[src/ldfs_pkg.sv]
// Shared constants and types of the line drawing engine.
// No dependencies; imported by every module of the block but ldfs_ram.
package ldfs_pkg;

  localparam int IMAGE_SIDE = 256;
  localparam int COORD_W    = 12;
  localparam int CH_W       = 8;
  localparam int PIX_W      = 3 * CH_W;
  localparam int ERR_W      = COORD_W + 3;
  localparam int SIDE_W     = $clog2(IMAGE_SIDE);
  localparam int DEPTH      = IMAGE_SIDE * IMAGE_SIDE;
  localparam int ADDR_W     = $clog2(DEPTH);

  // item action codes
  localparam logic ACT_DRAW = 1'b0;
  localparam logic ACT_READ = 1'b1;

  // one step of the line walker, as seen by the store controller
  typedef struct packed {
    logic              wr_en;
    logic [ADDR_W-1:0] addr;
    logic              done;
  } pix_t;

endpackage

[src/ldfs_walker.sv]
// Error-term line walker: one point per cycle, clip and row flip, store address.
// Depends on ldfs_pkg.
module ldfs_walker (
  input  logic                                clk,
  input  logic                                rst_n,
  input  logic                                load,
  input  logic signed [ldfs_pkg::COORD_W-1:0] x0,
  input  logic signed [ldfs_pkg::COORD_W-1:0] y0,
  input  logic signed [ldfs_pkg::COORD_W-1:0] x1,
  input  logic signed [ldfs_pkg::COORD_W-1:0] y1,
  output ldfs_pkg::pix_t                      pix
);
  import ldfs_pkg::*;

  localparam logic signed [ERR_W-1:0] SIDE_S = ERR_W'(IMAGE_SIDE);
  localparam logic signed [ERR_W-1:0] TOP_S  = ERR_W'(IMAGE_SIDE - 1);

  logic signed [COORD_W-1:0] x_r, y_r, xe_r, ye_r, x_nxt, y_nxt;
  logic signed [ERR_W-1:0]   dx_r, dy_r, err_r, dx_nxt, dy_nxt, err_nxt;
  logic                      xneg_r, yneg_r, active_r, active_nxt;

  logic signed [ERR_W-1:0]   ddx, ddy, e2, xw, row;
  logic                      at_end, go_x, go_y, in_frame;

  always_comb begin
    ddx = ERR_W'(x1) - ERR_W'(x0);
    ddy = ERR_W'(y1) - ERR_W'(y0);
    e2  = err_r <<< 1;
    go_x = e2 > -dy_r;
    go_y = e2 < dx_r;
    at_end = (x_r == xe_r) && (y_r == ye_r);

    xw  = ERR_W'(x_r);
    row = TOP_S - ERR_W'(y_r);
    in_frame = (xw >= 0) && (xw < SIDE_S) && (row >= 0) && (row < SIDE_S);

    // default: hold
    x_nxt      = x_r;
    y_nxt      = y_r;
    dx_nxt     = dx_r;
    dy_nxt     = dy_r;
    err_nxt    = err_r;
    active_nxt = active_r;

    if (load) begin
      x_nxt      = x0;
      y_nxt      = y0;
      dx_nxt     = (ddx < 0) ? -ddx : ddx;
      dy_nxt     = (ddy < 0) ? -ddy : ddy;
      err_nxt    = dx_nxt - dy_nxt;
      active_nxt = 1'b1;
    end else if (active_r) begin
      if (at_end) begin
        active_nxt = 1'b0;
      end else begin
        err_nxt = err_r - (go_x ? dy_r : '0) + (go_y ? dx_r : '0);
        if (go_x) begin
          x_nxt = xneg_r ? x_r - COORD_W'(1) : x_r + COORD_W'(1);
        end
        if (go_y) begin
          y_nxt = yneg_r ? y_r - COORD_W'(1) : y_r + COORD_W'(1);
        end
      end
    end
  end

  always_ff @(posedge clk) begin
    x_r   <= x_nxt;
    y_r   <= y_nxt;
    dx_r  <= dx_nxt;
    dy_r  <= dy_nxt;
    err_r <= err_nxt;
    if (load) begin
      xe_r   <= x1;
      ye_r   <= y1;
      xneg_r <= !(x0 < x1);
      yneg_r <= !(y0 < y1);
    end
  end

  always_ff @(posedge clk) begin
    if (!rst_n) begin
      active_r <= 1'b0;
    end else begin
      active_r <= active_nxt;
    end
  end

  assign pix.wr_en = active_r && in_frame;
  assign pix.addr  = ADDR_W'(row[SIDE_W-1:0]) * ADDR_W'(IMAGE_SIDE)
                   + ADDR_W'(xw[SIDE_W-1:0]);
  assign pix.done  = active_r && at_end;

endmodule

[config.mk]
export PLATFORM = sky130hd
export DESIGN_NAME = ldfs_walker
export DESIGN_NICKNAME = d
export VERILOG_FILES = /design/src/ldfs_pkg.sv /design/src/ldfs_walker.sv
export SDC_FILE = /design/constraint.sdc
export NUM_CORES = 1
export LEC_CHECK = 0
export BUFFER_PORTS_ARGS = -buffer_cell sky130_fd_sc_hd__buf_2
export CORE_MARGIN = 1.5
export CORE_UTILIZATION = 68
export CTS_BUF_LIST = sky130_fd_sc_hd__clkbuf_2 sky130_fd_sc_hd__clkbuf_4 sky130_fd_sc_hd__clkbuf_8
export DETAILED_ROUTE_END_ITERATION = 10
export PLACE_DENSITY_LB_ADDON = 0.25
export SYNTH_ARGS = -nofsm -noshare
export SYNTH_HDL_FRONTEND = slang
export SYNTH_SLANG_ARGS = --single-unit
[constraint.sdc]
create_clock -name clk -period 9.9 [get_ports clk]
set_input_delay 0.495 -clock clk [delete_from_list [all_inputs] [get_ports clk]]
set_output_delay 0.495 -clock clk [all_outputs]
set_load 0.02 [all_outputs]
Word level (Yosys, flattened, before mapping) --
Cells that the tools add are included.
Storage, ports and cells: register bits after elaboration 96, latch bits 0, memory bits (writable) 0, ROM bits 0, word-level logic and storage cells 71, memories kept 0
Operators by class: add/subtract/negate cells 14, multipliers 0, div/mod/pow operators 0, $lt $le $gt $ge 10, eq/ne operators 3, shifts and indexed selects 0, multiplexer cells 20, bitwise logic cells 0, reductions and logical operators 14
Operators with widths (number):
- 12-bit two-way mux | 10
- 15-bit two-way mux | 7
- 13-bit negation with 15-bit output | 2
- 15-bit subtractor | 2
- 13-bit by 1-bit less-than comparator with 1-bit output, second input constant | 2
- 12-bit by 12-bit subtractor with 13-bit output | 2
- 12-bit by 2-bit adder with 12-bit output, second input constant | 2
- 12-bit equality test | 2
- 12-bit less-than comparator | 2
- 12-bit by 2-bit subtractor with 12-bit output, second input constant | 2
- 16-bit by 8-bit adder with 16-bit output | 1
- 15-bit adder | 1
- 15-bit > comparator | 1
- 15-bit less-than comparator | 1
- 15-bit negation | 1
- 13-bit by 1-bit >= comparator with 1-bit output, second input constant | 1
- 13-bit by 10-bit less-than comparator with 1-bit output, second input constant | 1
- 9-bit by 12-bit subtractor with 13-bit output, first input constant | 1
- 12-bit by 1-bit >= comparator with 1-bit output, second input constant | 1
- 12-bit by 10-bit less-than comparator with 1-bit output, second input constant | 1
- 1-bit logical AND | 6
- 3-bit AND reduction | 2
- 2-bit nonzero test | 3
- 1-bit two-way mux | 3
- other kinds (3) | 4

Longest topological paths before layout --
Gate-level depths: netlist (run 1).
depth in word-level cells 8, mapped depth 25

Worst setup path before layout (run 1) --
No wires, ideal clock.
kind flip-flop to flip-flop, from reg dy_r[4], to reg err_r[13] (data pin), setup time 269 ps, data arrival time 4916 ps, required time 9631 ps, setup slack 4715 ps, cell stages (with the launch flop) 23, buffers on the path 1, period minus slack after synthesis 5185 ps, cells stage by stage edfxtp_1 -> nor4_1 -> nand3_1 -> nor3_1 -> xor2_1 -> ha_1 -> nand3_1 -> nor4_1 -> o21ai_0 -> o2111ai_1 -> and3_1 -> clkbuf_1 -> and2_1 -> fa_1 -> inv_1 -> ha_1 -> a2111oi_0 -> o21ai_0 -> a31o_2 -> o22ai_1 -> o21ai_0 -> xnor2_1 -> o21ai_0
Between the ends: cells in the longest elaborated chain, start to end 8
RTL lines:
- start, declared | line ldfs_walker.sv:19 | logic signed [ERR_W-1:0] dx_r, dy_r, err_r, dx_nxt, dy_nxt, err_nxt;
- start signal, assigned | line ldfs_walker.sv:71 | dy_r <= dy_nxt;
- 15-bit negation | line ldfs_walker.sv:29 | go_x = e2 > -dy_r;
- 15-bit > comparator | line ldfs_walker.sv:29
- 15-bit two-way mux (*) | line ldfs_walker.sv:56 | err_nxt = err_r - (go_x ? dy_r : '0) + (go_y ? dx_r : '0);
- 15-bit subtractor (*) | line ldfs_walker.sv:56
- 15-bit adder (*) | line ldfs_walker.sv:56
- 15-bit two-way mux (*) | line ldfs_walker.sv:53 | if (at_end) begin
- 15-bit two-way mux (*) | line ldfs_walker.sv:52 | end else if (active_r) begin
- 15-bit two-way mux (*) | line ldfs_walker.sv:45 | if (load) begin
- via err_nxt[13] | line ldfs_walker.sv:19
- end signal, assigned | line ldfs_walker.sv:72 | err_r <= err_nxt;
- end, declared | line ldfs_walker.sv:19
The timed path passes the listed nets; every way through them passes the cells marked *. The select of a mux whose other input is x is not followed. A chain may end at the register's enable or synchronous reset.

Worst setup path after layout (run 1) --
from reg dy_r[2], to reg err_r[13] (data pin)
Same word-level chain as after synthesis.

==> flow_summary.yaml, run 1 <==
run_status:
  status: "finished, final reports clean"
power:
  vdd_ir_drop_max_v: 0.000160
  power_density_nw_per_um2: 322
  p_leak_nw: 4.24
placed_design:
  half_perimeter_wire_length_after_placement_microns: 15600
  preCtsSetupSlack_ns: 3.99
  place_congestion: 0.909
  port-buffer-count: 68
  postPlaceCellArea_sq_um: 9230
worst_setup_path:
  critical_path.cell_chain: "nor4_1, nand3_1, nor3_1, xor2_1, ha_1, nand3_1, nor4_1, o21ai_0, o2111ai_1, and3_1, and2_1, fa_1, inv_1, ha_1, a211oi_1, o21ai_0, a31o_2, o22ai_1, o21ai_0, xnor2_1, o21ai_0"
  criticalPathCategory: "reg2reg"
  critical_path_required_ns: 10.00
  worst_r2r_endpoint: "err_r[13]"
  r2r_cells: 21
  critical-path-top-delay-family: "simple AND/OR/NAND/NOR gates"
  critPathBufInv: 1
  ff2ff_setup_slack_ns: 3.95
  critical-path-slowest-cell: "nor4_1"
  critPathCaptureType: "register"
  critical_register_to_register_path_startpoint: "dy_r[2]"
  setup.worst_path.start: "dy_r[2]"
  timing.critical_path.slowest_cell_delay_ns: 0.55
  timing.critical_path.mode_cell: "o21ai_0"
  arrival_ns: 6.05
  crit_path_start_kind: "register"
  path_max_fanout: 14
clock_network:
  path_clk_slew_ns: 0.10
  clock-root-buffer: "clkbuf_8"
  worstSkewPairLatency_ns: 0.38
  postCtsHoldBufs: 0
  clockBufferDepth: 2
  cts_num_sinks: 95
  setup_buffers_after_cts: 0
  tritoncts: "built"
  cts_resized: 0
  numCtsBuffers: 9
  cts_htree_levels: 3
final_layout:
  area.growth.synth_to_final_pct: 6.76
  fill_cells: 976
  antenna_cells_inserted: 0
  layout.cell_area.non_filler_sq_um: 9410
  final_cell_mix: "inv_1, ha_1, edfxtp_1"
  fin_nets: 1184
  layout-drive-gt1-share: 0.0957
  mostFrequentLayoutCell: "inv_1"
  finalCoreUtilization: 0.745
worst_hold_path:
  worstHoldEndpoint: "xe_r[0]"
  hold_path_class: "in2reg"
  min_path_cells: 1
  holdCritStartpoint: "x1[0]"
die:
  height_of_the_chip_microns: 117
  rows: 41
  chipWidth_microns: 117
  fp.dieArea_sq_um: 13600
  boundaryPins: 69
  core_area_sq_um: 12600
  initial_utilization: 0.698
synth:
  synth-edff-count: 94
  yosys.cell_types.count: 61
  dominantRegCellSynth: "edfxtp_1"
  synth_cells: 954
  postSynthRegisterBits: 95
  post_synthesis_cell_area_sq_um: 8810
  synth-warning-count: 0
  avgSynthCellArea_sq_um: 9.24
  yosysSeqAreaShare: 0.323
  synth-async-reset-ratio: 0
drt:
  via_total_after_detailed_routing: 6880
  drc_errors: 0
  drt-total-wl_microns: 19500
  detailedRoute.firstPassIterationCount: 5
  first_iter_violations: 348
  postRouteAntennaNets: 0
  post_drt_wl_per_cell_microns: 16.5
  routed_via_density: 5.80
grt:
  grt_antenna_before_repair: 0
  grt_max_degree: 88
  grt_overflow: 0
  grt_first_pass_wirelength_microns: 30800
  vias_in_the_first_global_route: 6543
  global_route.usage.total: 0.299
job:
  drv.max_cap_violation_count: 0
timing:
  tightestPinTransition_ns: 0.941
  min_period_ns: 5.95
  final.setup.tns_ns: 0
  drv_slew: 0
  final.setup_skew_ns: 0.0175
  layout_setup_ws_ns: 3.95
  rsz0062_at_grt: "no"
  fraction_of_the_cycle_the_final_worst_path_needs: 0.601
  setup_viol: 0
  slew-limit-headroom: 0.373
  fmax_mhz: 168
  final-hold-violation-count: 0
==> synth_stat cells (13+ instances only) <==
cell type | instances | area [sq um]
inv_1 | 121 | 454
o21a_1 | 22 | 165
ha_1 | 105 | 1310
xnor2_1 | 57 | 499
and2_1 | 14 | 87.6
nand2_1 | 81 | 304
edfxtp_1 | 94 | 2820
buf_4 | 16 | 120
xor2_1 | 57 | 499
a21oi_1 | 48 | 240
fa_1 | 18 | 360
nor3_1 | 29 | 145
nand3_1 | 13 | 65.1
nor2_1 | 53 | 199
o21ai_0 | 58 | 290
==> through the flow <==
step                      cells  power (mW)  hold slack, ns
after floorplan             957        2.33           0.594
after global placement     1171        2.67           0.656
after detailed placement   1171        2.75           0.668
after CTS                  1186        3.02           0.288
after global routing       1186        3.30           0.293
final                      1186        3.03           0.309
==> worst max-delay path by stage <==
stage	to	slack, ns	cells past startpoint
floorplan	err_r[13]	4.72	22
CTS	err_r[12]	3.96	22
finish	err_r[13]	3.95	21
detailed placement	err_r[13]	3.99	21
global route	err_r[13]	3.47	21
global placement	err_r[13]	4.15	21
==> flip-flops by register name (all words and copies together), names as in the netlist <==
name,count
xneg_r,1
x_r,12
xe_r,12
dy_r,15
active_r,1
y_r,12
err_r,14
ye_r,12
yneg_r,1
dx_r,15
==> worst reg2reg max path, cell delays in order, from the launching register on <==
cell	delay, ns
edfxtp_1	0.47
nor4_1	0.55
nand3_1	0.26
nor3_1	0.26
xor2_1	0.09
ha_1	0.31
nand3_1	0.10
nor4_1	0.33
o21ai_0	0.14
o2111ai_1	0.14
and3_1	0.48
and2_1	0.23
fa_1	0.47
inv_1	0.09
ha_1	0.25
a211oi_1	0.39
o21ai_0	0.22
a31o_2	0.29
o22ai_1	0.23
o21ai_0	0.16
xnor2_1	0.16
o21ai_0	0.08
==> logic make-up (layout without fill, tap and decap cells) <==
family	count (synthesis)	after routing	synth area share
other	1	4	0.000426
XOR/XNOR	115	115	0.116
buffers and inverters	150	207	0.0707
multiplexers	6	6	0.00696
AND/OR/NAND/NOR	255	255	0.140
flip-flops	95	95	0.323
AO/OA/AOI/OAI	209	209	0.154
adder cells (fa/ha/maj)	123	123	0.190
==> power by group <==
group          switching (mW)  total, mW  internal (mW)  leakage, nW
Combinational            1.14       2.04          0.901         3.21
Clock                   0.140      0.253          0.113       0.0937
Sequential              0.112      0.730          0.618        0.934
==> area by class of cell <==
type                            count  area (sq um)  share of cell area
Clock buffer                        9           124              0.0132
Timing Repair Buffer               70           358              0.0380
Multi-Input combinational cell    712          5360               0.569
Sequential cell                    95          2840               0.302
Tap cell                          172           215              0.0229
Inverter                          122           458              0.0487
Clock inverter                      6          52.6             0.00559
==> routing by layer <==
metal,share of wire,GRT usage
met2,0.48,0.513
met4,0.031,0.128
met3,0.052,0.0299
met1,0.44,0.389
met5,0,0
No activity file was read; power rests on OpenSTA's default activity.
==> run 2, diff against run 1 <==
--- a/config.mk
+++ b/config.mk
@@ -7,7 +7,7 @@
 export LEC_CHECK = 0
 export BUFFER_PORTS_ARGS = -buffer_cell sky130_fd_sc_hd__buf_2
 export CORE_MARGIN = 1.5
-export CORE_UTILIZATION = 68
+export CORE_UTILIZATION = 63
 export CTS_BUF_LIST = sky130_fd_sc_hd__clkbuf_2 sky130_fd_sc_hd__clkbuf_4 sky130_fd_sc_hd__clkbuf_8
 export DETAILED_ROUTE_END_ITERATION = 10
 export PLACE_DENSITY_LB_ADDON = 0.25
==> constraint.sdc (replaced) <==
create_clock -name clk -period 6.2 [get_ports clk]
set_input_delay 0.31 -clock clk [delete_from_list [all_inputs] [get_ports clk]]
set_output_delay 0.31 -clock clk [all_outputs]
set_load 0.02 [all_outputs]
==> flow_summary.yaml, run 2 (synthesis results as in run 1) <==
run_status:
  status: "finished, final reports clean"
final_layout:
  seqCellArea_sq_um: 2840
  fin_nets: 1184
  antenna_cells_inserted: 0
  mostFrequentLayoutCell: "inv_1"
  area.growth.synth_to_final_pct: 7.20
  fill_cells: 1139
  top_flop_regs: "dx_r: 15 flops, dy_r: 15 flops, err_r: 14 flops"
  multiInputGateArea_sq_um: 5360
  post_layout_nonfiller_instances: 1195
  layout-drive-gt1-share: 0.100
  final_cell_mix: "inv_1, ha_1, edfxtp_1"
clock_network:
  cts_htree_levels: 3
  worstSkewPairLatency_ns: 0.38
  path_clk_slew_ns: 0.10
  clockBufferDepth: 2
  tritoncts: "built"
  numCtsBuffers: 9
  postCtsHoldBufs: 0
  cts_num_sinks: 95
  clock-root-buffer: "clkbuf_8"
worst_setup_path:
  critPathCaptureType: "register"
  r2r_cells: 21
  critical_register_to_register_path_startpoint: "dy_r[4]"
  worst_r2r_endpoint: "err_r[13]"
  arrival_ns: 5.76
  ff2ff_setup_slack_ns: 0.55
  criticalPathCategory: "reg2reg"
  crit_path_start_kind: "register"
  path_max_fanout: 14
  critical_path_required_ns: 6.30
placed_design:
  numPlacedInstances: 1179
  place_congestion: 0.908
  half_perimeter_wire_length_after_placement_microns: 15500
  port-buffer-count: 68
timing:
  final-hold-violation-count: 0
  drv_slew: 0
  fmax_mhz: 177
  min_period_ns: 5.65
  slew-limit-headroom: 0.493
  fraction_of_the_cycle_the_final_worst_path_needs: 0.912
  setup_viol: 0
  rsz0062_at_grt: "no"
  final.setup.tns_ns: 0
  tightestPinTransition_ns: 0.754
  final.setup_skew_ns: 0.0173
die:
  height_of_the_chip_microns: 121
  core_area_sq_um: 13800
  initial_utilization: 0.640
  boundaryPins: 69
  chipWidth_microns: 121
  fp.dieArea_sq_um: 14700
  rows: 43
job:
  drv.max_cap_violation_count: 0
power:
  p_leak_nw: 4.24
  power_density_nw_per_um2: 514
  vdd_ir_drop_max_v: 0.000250
drt:
  drt-total-wl_microns: 19200
  via_total_after_detailed_routing: 6805
  routed_via_density: 5.69
  first_iter_violations: 353
  detailedRoute.firstPassIterationCount: 5
  post_drt_wl_per_cell_microns: 16.0
  drc_errors: 0
  postRouteAntennaNets: 0
grt:
  grt_overflow: 0
  grt_max_degree: 66
  global_route.usage.total: 0.280
  grt_first_pass_wirelength_microns: 31800
  vias_in_the_first_global_route: 6682
  grt_antenna_before_repair: 0
worst_hold_path:
  hold_path_class: "in2reg"
  min_path_cells: 1
  worstHoldEndpoint: "ye_r[10]"
  holdCritStartpoint: "y1[10]"
[run 2: cell types whose count changed in the layout (fill, tap and decap cells not counted), sizes merged]
cell      delta
clkinvlp     +1
[run 2: worst max-delay path: stages (launching register included)]
cell and delay (ns):
edfxtp_1 0.45, nor4_2 0.44, nand3_1 0.20, nor3_1 0.26, xor2_1 0.10, ha_1 0.32
nand3_1 0.09, nor4_1 0.34, o21ai_0 0.14, o2111ai_1 0.13, and3_2 0.37, and2_1 0.19
fa_1 0.47, inv_1 0.08, ha_1 0.24, a211oi_1 0.38, o21ai_0 0.24, a31o_2 0.29
o22ai_1 0.23, o21ai_0 0.16, xnor2_1 0.17, o21ai_0 0.10
[run 2: timing repair]
action | CTS | global route
gates resized for setup | 0 | 2
hold endpoints to repair | 0 | 0
buffers inserted | 0 | 0
setup endpoints to repair | 0 | 5
[run 2: worst max-delay path by stage]
stage                 start         to  slack, ns  cells past startpoint
floorplan           dy_r[4]  err_r[13]       1.02                     22
global placement    dy_r[4]  err_r[13]       0.47                     21
detailed placement  dy_r[4]  err_r[13]       0.35                     21
CTS                 dy_r[4]  err_r[13]       0.28                     21
global route        dy_r[4]  err_r[13]      0.005                     21
finish              dy_r[4]  err_r[13]       0.55                     21
[run 2: layout make-up]
| cell class | count | share of cell area |
|---|---|---|
| multi-input cells | 712 | 0.568 |
| flip-flops and latches | 95 | 0.301 |
| inverters | 122 | 0.0485 |
| repair buffers | 70 | 0.0379 |
| well taps | 180 | 0.0238 |
| clock buffers | 9 | 0.0131 |
| clock inverters | 7 | 0.00782 |
[run 2: power by group]
part           internal (mW)  leakage (nW)  switching, mW
Sequential             0.987         0.934          0.181
Combinational           1.44          3.21           1.83
Clock                  0.187        0.0992          0.234
[run 2: per-stage QoR]
step	area (sq um)	power (mW)	hold slack, ns	setup slack (ns)	util
4_1_cts	9440	4.84	0.103	0.275	0.685
5_1_grt	9450	5.34	0.109	0.00513	0.686
2_1_floorplan	8820	3.71	0.409	1.02	-
3_5_place_dp	9240	4.38	0.506	0.351	0.671
3_3_place_gp	9240	4.28	0.504	0.470	0.671
6_report	9450	4.86	0.119	0.548	0.686
[run 2: routing by layer]
metal	vias up	track usage	routed length (microns)	share of wire
met4	0	0.113	601	0.031
met1	3114	0.379	8810	0.46
li1	3453	-	-	-
met2	199	0.460	8850	0.46
met5	-	0	0	0
met3	39	0.0310	898	0.047
==> run 3, diff against run 2 <==
--- a/config.mk
+++ b/config.mk
@@ -5,9 +5,10 @@
 export SDC_FILE = /design/constraint.sdc
 export NUM_CORES = 1
 export LEC_CHECK = 0
+export ABC_AREA = 1
 export BUFFER_PORTS_ARGS = -buffer_cell sky130_fd_sc_hd__buf_2
 export CORE_MARGIN = 1.5
-export CORE_UTILIZATION = 63
+export CORE_UTILIZATION = 35
 export CTS_BUF_LIST = sky130_fd_sc_hd__clkbuf_2 sky130_fd_sc_hd__clkbuf_4 sky130_fd_sc_hd__clkbuf_8
 export DETAILED_ROUTE_END_ITERATION = 10
 export PLACE_DENSITY_LB_ADDON = 0.25
==> flow_summary.yaml, run 3 <==
final_layout:
  top_flop_regs: "dx_r: 15 flops, dy_r: 15 flops, err_r: 14 flops"
  area.growth.synth_to_final_pct: 9.32
  layout-drive-gt1-share: 0.0933
  fin_nets: 1401
  final_cell_mix: "nand2_1, inv_1, ha_1"
  mostFrequentLayoutCell: "nand2_1"
  layout.cell_area.non_filler_sq_um: 9950
  antenna_cells_inserted: 0
timing:
  tightestPinTransition_ns: 0.938
  final-hold-violation-count: 0
  fin_hold_ws_ns: 0.111
  final.setup_skew_ns: 0.0177
  setup_viol: 0
  rsz0062_at_grt: "no"
  layout_setup_ws_ns: 0.791
  slew-limit-headroom: 0.375
  fraction_of_the_cycle_the_final_worst_path_needs: 0.872
  fmax_mhz: 185
  final.setup.tns_ns: 0
  drv_slew: 0
  min_period_ns: 5.41
worst_setup_path:
  critical_register_to_register_path_startpoint: "dy_r[0]"
  setup.worst_path.start: "dy_r[0]"
  critPathBufInv: 5
  timing.critical_path.slowest_cell_delay_ns: 0.51
  arrival_ns: 5.57
  critical-path-slowest-cell: "fa_1"
  critPathCaptureType: "register"
  timing.critical_path.mode_cell: "nand2_1"
  r2r_cells: 35
  critical_path_cell_count: 35
  critical-path-top-delay-family: "simple AND/OR/NAND/NOR gates"
  criticalPathCategory: "reg2reg"
  path_max_fanout: 14
  critical_path_required_ns: 6.36
  crit_path_start_kind: "register"
worst_hold_path:
  hold_path_class: "in2reg"
  min_path_cells: 1
  holdCritStartpoint: "x1[0]"
clock_network:
  clock-root-buffer: "clkbuf_8"
  clockBufferDepth: 2
  cts_num_sinks: 95
  cts_htree_levels: 3
  tritoncts: "built"
  numCtsBuffers: 9
  path_clk_slew_ns: 0.11
  postCtsHoldBufs: 0
  worstSkewPairLatency_ns: 0.39
  setup_buffers_after_cts: 0
grt:
  grt_max_degree: 71
  grt_antenna_before_repair: 0
  vias_in_the_first_global_route: 7649
  global_route.usage.total: 0.183
  grt_first_pass_wirelength_microns: 38300
  grt_overflow: 0
synth:
  yosys.cell_types.count: 43
  avgSynthCellArea_sq_um: 7.79
  netlist.area_leader.share: 0.310
  synth_cells: 1168
  post_synth_most_frequent_cells: "nand2_1, inv_1, ha_1, edfxtp_1, a21oi_1"
  synth-edff-count: 94
  synth.largest_area_cell: "edfxtp_1"
  most_numerous_cell_in_the_yosys_netlist: "nand2_1"
  post_synthesis_cell_area_sq_um: 9100
  yosysSeqAreaShare: 0.312
  synth-async-reset-ratio: 0
  dominantRegCellSynth: "edfxtp_1"
  netlist_top_cells_area: "edfxtp_1, ha_1, nand2_1"
  synth-warning-count: 0
  postSynthRegisterBits: 95
drt:
  drt-total-wl_microns: 23000
  detailedRoute.firstPassIterationCount: 5
  postRouteAntennaNets: 0
  drc_errors: 0
  via_total_after_detailed_routing: 7713
  post_drt_wl_per_cell_microns: 14.7
  routed_via_density: 4.94
  first_iter_violations: 366
placed_design:
  half_perimeter_wire_length_after_placement_microns: 18700
  preCtsSetupSlack_ns: 0.359
  port-buffer-count: 68
  place_congestion: 0.894
  postPlaceCellArea_sq_um: 9730
die:
  rows: 58
  boundaryPins: 69
  height_of_the_chip_microns: 164
  fp.dieArea_sq_um: 27000
  initial_utilization: 0.359
  chipWidth_microns: 164
  core_area_sq_um: 25300
power:
  power_density_nw_per_um2: 532
  vdd_ir_drop_max_v: 0.000195
  fin_total_pwr_mw: 5.30
  p_leak_nw: 4.92
job:
  drv.max_cap_violation_count: 0
run_status:
  status: "finished, final reports clean"
-- run 3: cell type report --
cell class | count | area, sq um
fill | 2590 | 15400
multi-input combinational | 830 | 5300
sequential | 95 | 2840
inverter | 219 | 822
tap | 330 | 413
timing repair buffer | 72 | 373
clock buffer | 10 | 131
clock inverter | 6 | 67.6
-- run 3: kinds of logic (layout without fill, tap and decap cells) --
family | count (synthesis) | after routing | share of synthesized area
flip-flops | 95 | 95 | 0.312
XOR/XNOR | 73 | 73 | 0.0719
buffers and inverters | 246 | 307 | 0.109
AO/OA/AOI/OAI | 208 | 208 | 0.126
other | 1 | 4 | 0.000412
AND/OR/NAND/NOR | 422 | 422 | 0.196
adder cells (fa/ha/maj) | 123 | 123 | 0.184
-- run 3: where the power goes --
part	switching, mW	internal [mW]
sequential	0.200	0.998
clock	0.252	0.194
combinational	2.30	1.36
-- run 3: stage by stage --
step                      utilization  instances
after global placement          0.384       1546
final                           0.393       1562
after CTS                       0.392       1562
after detailed placement        0.384       1546
after global routing            0.393       1562
after floorplan                     -       1171
-- run 3: worst paths after layout --
check	to	slack (ns)
max	err_r[11]	0.79
min	xe_r[0]	0.11
min reg2reg	active_r	0.69
max reg2reg	err_r[11]	0.79
-- run 3: worst register-to-register path: cells and delay by family (launching register included) --
family                     cells  cell delay, ns
xor gates and xnor gates       1            0.08
AOI/OAI and AO/OA              6            0.86
and+or+nand+nor               19            1.98
adders and majority gates      4            1.38
buffers and inverters          5            0.50
DFF                            1            0.37
-- run 3: routing by layer --
metal  wire length [microns]  global-route usage  vias to the layer above
met1                   10900               0.246                     3564
met3                     993              0.0240                       33
met5                       0                   0                        -
met4                     505              0.0566                        0
li1                        -                   -                     3950
met2                   10600               0.304                      166
-- run 3: repair_timing --
item,4_1_cts,5_1_grt
endpoints found under the setup margin,0,8
endpoints found under the hold margin,0,0
gates resized for setup,0,5
